### src/sv/ptrain_pkg.sv
// ----------------------------------------------------------------------------
// ptrain_pkg: shared types and constants for the perceptron training step
// widths of the fixed-point datapath, controller states and lane control
// ----------------------------------------------------------------------------
`default_nettype none

package ptrain_pkg;

  localparam int NUM_FEATURES = 8;   // lanes in use, 1 to MAX_FEATURES
  localparam int MAX_FEATURES = 8;   // feature slots carried on the stream

  localparam int FEAT_W   = 16;                      // Q8.8 feature
  localparam int WEIGHT_W = 32;                      // Q16.16 weight
  localparam int RATE_W   = 16;                      // Q0.16 rate
  localparam int PROD_W   = WEIGHT_W + FEAT_W;       // Q24.24 product
  localparam int SUM_W    = PROD_W + $clog2(NUM_FEATURES) + 1;
  localparam int SCALED_W = RATE_W + FEAT_W + 1;     // rate times feature
  localparam int ERR_W    = WEIGHT_W + 1;            // label minus dot
  localparam int ERR_LO_W = 16;                      // low part of split error
  localparam int PART_W   = SCALED_W + ERR_W - ERR_LO_W;
  localparam int TOT_W    = PART_W + ERR_LO_W + 1;
  localparam int DOT_SHIFT = 8;
  localparam int UPD_SHIFT = 24;

  localparam logic [RATE_W-1:0] RATE_RESET = 16'd655;
  localparam logic signed [ERR_W-1:0] Q16_ONE = 33'sd65536;
  localparam logic CMD_TRAIN = 1'b0;

  typedef enum logic [1:0] {
    ST_IDLE,
    ST_SUM,
    ST_PART,
    ST_UPD
  } state_t;

  typedef logic signed [PROD_W-1:0] prod_t;

  typedef struct packed {
    logic load;   // sample accepted: form products
    logic part;   // form partial update products
    logic upd;    // write updated weights
  } lane_ctrl_t;

  typedef struct packed {
    logic decision;
    logic miss;
    logic upd;
  } verdict_t;

endpackage

`default_nettype wire

### src/sv/ptrain_merge.sv
// ----------------------------------------------------------------------------
// ptrain_merge: dot product and decision
// sums the lane products, rescales and saturates, decides and forms the error
// ----------------------------------------------------------------------------
`default_nettype none

module ptrain_merge (
  input  wire                                       clk,
  input  wire                                       en,
  input  wire ptrain_pkg::prod_t                    prod [ptrain_pkg::NUM_FEATURES],
  input  wire                                       label,
  input  wire                                       train,
  output logic signed [ptrain_pkg::WEIGHT_W-1:0]    dot,
  output ptrain_pkg::verdict_t                      verdict,
  output ptrain_pkg::verdict_t                      verdict_next,
  output logic signed [ptrain_pkg::ERR_W-1:0]       err
);

  localparam int SW = ptrain_pkg::SUM_W;
  localparam int WW = ptrain_pkg::WEIGHT_W;

  logic signed [SW-1:0] acc;
  logic signed [SW-1:0] shifted;
  logic signed [WW-1:0] dot_next;

  always_comb begin
    acc = '0;
    for (int i = 0; i < ptrain_pkg::NUM_FEATURES; i++) begin
      acc = acc + SW'(prod[i]);
    end
    shifted = acc >>> ptrain_pkg::DOT_SHIFT;
    if (shifted[SW-1:WW-1] != {(SW-WW+1){shifted[SW-1]}}) begin
      dot_next = shifted[SW-1] ? {1'b1, {(WW-1){1'b0}}} : {1'b0, {(WW-1){1'b1}}};
    end else begin
      dot_next = shifted[WW-1:0];
    end
    verdict_next.decision = ~dot_next[WW-1];
    verdict_next.miss     = verdict_next.decision != label;
    verdict_next.upd      = train & verdict_next.miss;
  end

  // error from the held dot product, used while the weights are updated
  assign err = (label ? ptrain_pkg::Q16_ONE : -ptrain_pkg::Q16_ONE)
             - ptrain_pkg::ERR_W'(dot);

  always_ff @(posedge clk) begin
    if (en) begin
      dot     <= dot_next;
      verdict <= verdict_next;
    end
  end

endmodule

`default_nettype wire

### config.mk
export PLATFORM = sky130hd
export DESIGN_NAME = ptrain_merge
export DESIGN_NICKNAME = d
export VERILOG_FILES = /design/src/sv/ptrain_pkg.sv /design/src/sv/ptrain_merge.sv
export SDC_FILE = /design/constraint.sdc
export NUM_CORES = 1
export LEC_CHECK = 0
export ABC_AREA = 1
export BUFFER_PORTS_ARGS = -buffer_cell sky130_fd_sc_hd__buf_2
export CAP_MARGIN = 15
export CORE_ASPECT_RATIO = 1.1
export CORE_MARGIN = 2
export CORE_UTILIZATION = 45
export CTS_BUF_LIST = sky130_fd_sc_hd__clkbuf_2
export DETAILED_ROUTE_END_ITERATION = 6
export PLACE_DENSITY = 0.72
export SYNTH_ARGS = -nofsm -noshare
export SYNTH_HDL_FRONTEND = slang
export SYNTH_SLANG_ARGS = --single-unit
### constraint.sdc
create_clock -name clk -period 17.9 [get_ports clk]
set_input_delay 3.58 -clock clk [delete_from_list [all_inputs] [get_ports clk]]
set_output_delay 3.58 -clock clk [all_outputs]
set_load 0.02 [all_outputs]
==> summary.txt <==
CTS
  • CTS HTree Levels: 2
  • Reg clk slew, reported paths: 180 ps
  • Longest Clk Path Bufs: 2
  • Clk root buf: clkbuf_2
  • Clock tree from TritonCTS: done
  • Hold buffers post-CTS: 0
  • Post-CTS Setup Repair Bufs: 0
  • Num CTS Buffers: 5
  • CTS resizes: 0
  • Clock sinks: 35

Floorplan
  • Num rows: 69
  • Area of the core: 0.0324 mm2
  • Die height: a little under 200 um
  • Initial Utilization: 45.7%
  • I/O pins: 459
  • Die ar.: 0.0344 mm2
  • DIE WIDTH: around 180 um

Synth
  • Synth top area cells: fa_1, inv_1, nand2_1, edfxtp_1, ha_1
  • Netlist Area Pre-Place: 0.0148 mm2
  • Synth unique cells: 39
  • Sequential area share after synthesis: 7.10%
  • Area leader, netlist: fa_1
  • Ys flop type: edfxtp_1
  • Synthesis-stage register bit count: 35
  • Area share of the largest cell type after synthesis: 39.2%
  • Synthesized instance count: 2050
  • Yosys warns: 0
  • Post-synth EDFFs: 35
  • Syn Nets: 2795
  • Asr flop ratio synth: 0%
  • Mean Syn Cell Area: roughly 7.2 um2

Global routing
  • GR Layer Usage met2: 47.6%
  • Routing usage on met3: 1.67%
  • Largest net degree at the start of global routing: 36
  • Grt total ovfl: 0
  • Vias in the first global route: 14167
  • Met1 GRT Util: 29.1%
  • First-pass GRT wire length: 67100 um
  • GRT Total Usage: 24.5%
  • Initial antenna violation count: 2
  • Most used routing layer: met2

Timing
  • Max Slew Vio Count: 0
  • Worst-Margin Slew: 758 ps
  • Slew Limit Headroom: 49.3%
  • RSZ-0062 raised after global routing: false
  • Final min period: 11630 ps
  • Final setup vio count: 0
  • Maximum clock rate: 0.0860 GHz
  • Hold Fails Final Rpt: 0
  • Setup TNS: 0 ps
  • Fin crit share: 65.0%

Worst hold path
  • Hold Path End: verdict[0]
  • Hold path depth: 3
  • Tightest Hold Check Type: in2reg
  • Min-delay src: train

Final layout
  • Ratio of cells with drive above 1 in the final layout: 20.2%
  • Final net count: between 3000 and 4000
  • # fillers: ~3200
  • P&R area growth vs syn: 18.8%

Worst setup path
  • Crit path arrival time: between 8000 and 9000 ps
  • WS Path Type: in2out
  • Crit path max fanout: 7
  • Setup crit start kind: input pin
  • Worst path required time: 14320 ps
  • CP Capture Type: output port

Drt
  • WL/cell: 14.2 um
  • Drt pass-1 iters: 5
  • Via density: 4.61
  • Post-Route WL: 41500 um
  • DRT iter0 DRCs: 559
  • Via count: around 14000
  • Residual DRC: 0
  • Post-DRT Antenna Nets: 0

Placement
  • GP Congestion: 0.983
  • Dpl hpwl: 39300 um
  • Port bufs: 458

Status
  • Outcome: finished, final reports clean

Run
  • Max_cap viols: 0
[cell usage after synthesis, drive strengths merged (8+ instances only)]
master  instances
nand4          47
buf            13
fa            290
ha             67
and2            8
xnor2          20
edfxtp         35
nor2          121
inv           780
o21ai          19
nor3           16
nand2         442
a21oi          66
nand3          56
xor2           41
[registers in the layout, summed over array words and instances (netlist names)]
register and cells:
verdict 3, dot 32
[worst max-delay path: stages]
cell and delay, ps:
buf_2 110, fa_1 580, inv_1 70, fa_1 520, fa_1 540, fa_1 590, inv_1 50, ha_1 360
a21oi_1 190, o21ai_0 120, a21oi_1 200, nand2_1 140, a21oi_1 190, nand3_1 110, nand2_2 210, xor2_1 210
inv_1 100, buf_2 170
[worst max path at each step]
stage / to / depth (start not counted) / startpoint / slack, ps
floorplan: verdict_next[0] / 20 / prod[42] / 6770
global placement: verdict_next[1] / 18 / prod[47] / 6400
detailed placement: verdict_next[1] / 18 / prod[47] / 6290
CTS: verdict_next[1] / 18 / prod[46] / 6280
global route: verdict_next[1] / 19 / prod[47] / 6020
finish: verdict_next[1] / 18 / prod[47] / 6270
[kinds of logic after synthesis]
family,after synthesis,share of synthesized area [%]
XOR/XNOR,61,3.61
flip-flops,35,7.10
AO/OA/AOI/OAI,109,4.08
adder cells (fa/ha/maj),357,44.9
buffers and inverters,796,20.4
AND/OR/NAND/NOR,692,19.9
[routing by layer]
| layer | vias to the layer above | routed length [um] |
|---|---|---|
| met5 | - | 0 |
| met4 | 0 | 922 |
| met3 | 55 | 2120 |
| met2 | 392 | 22100 |
| met1 | 6351 | 16300 |
| li1 | 6703 | - |
[through the flow]
step	util (%)	setup WS, ps	instances	hold slack [ps]	area, um2
3_3_place_gp	54.2	6400	2921	3920	17500
4_1_cts	54.3	6280	2929	3510	17600
2_1_floorplan	-	6770	2050	3690	14800
5_1_grt	54.3	6020	2930	3510	17600
6_report	54.3	6270	2930	3520	17600
3_5_place_dp	54.2	6290	2921	3940	17500
[final cells by class]
type | instances | area (um2) | area share, %
sequential | 35 | 1050 | 5.98
antenna | 1 | 2.50 | 0.0142
inverter | 782 | 2940 | 16.7
multi-input combinational | 1219 | 10700 | 61.0
clock buffer | 6 | 30.0 | 0.171
timing repair buffer | 459 | 2300 | 13.1
clock inverter | 2 | 12.5 | 0.0711
tap | 426 | 533 | 3.03
[cell usage in the layout, fill, tap and decap left out, types with 2 or more instances in the layout]
master and n:
nand2_1 435, nor2_1 107, a21oi_1 66, o21bai_1 6, a21boi_0 2, inv_1 772, inv_2 8, buf_2 458
edfxtp_1 35, xor2_1 41, a21o_1 3, nand3_2 2, nand4_1 47, nand2_2 7, xnor2_1 20, and2_1 7
ha_1 67, a31oi_1 6, nor2_2 11, o21ai_0 19, clkinv_1 2, nor3_1 10, nor2_4 3, nor3_2 6
clkbuf_2 6, fa_1 290, nand3_1 54
Power is left out: the tool's default activity adds up to more than one toggle a clock period on the data nets, which glitch-free logic cannot reach.
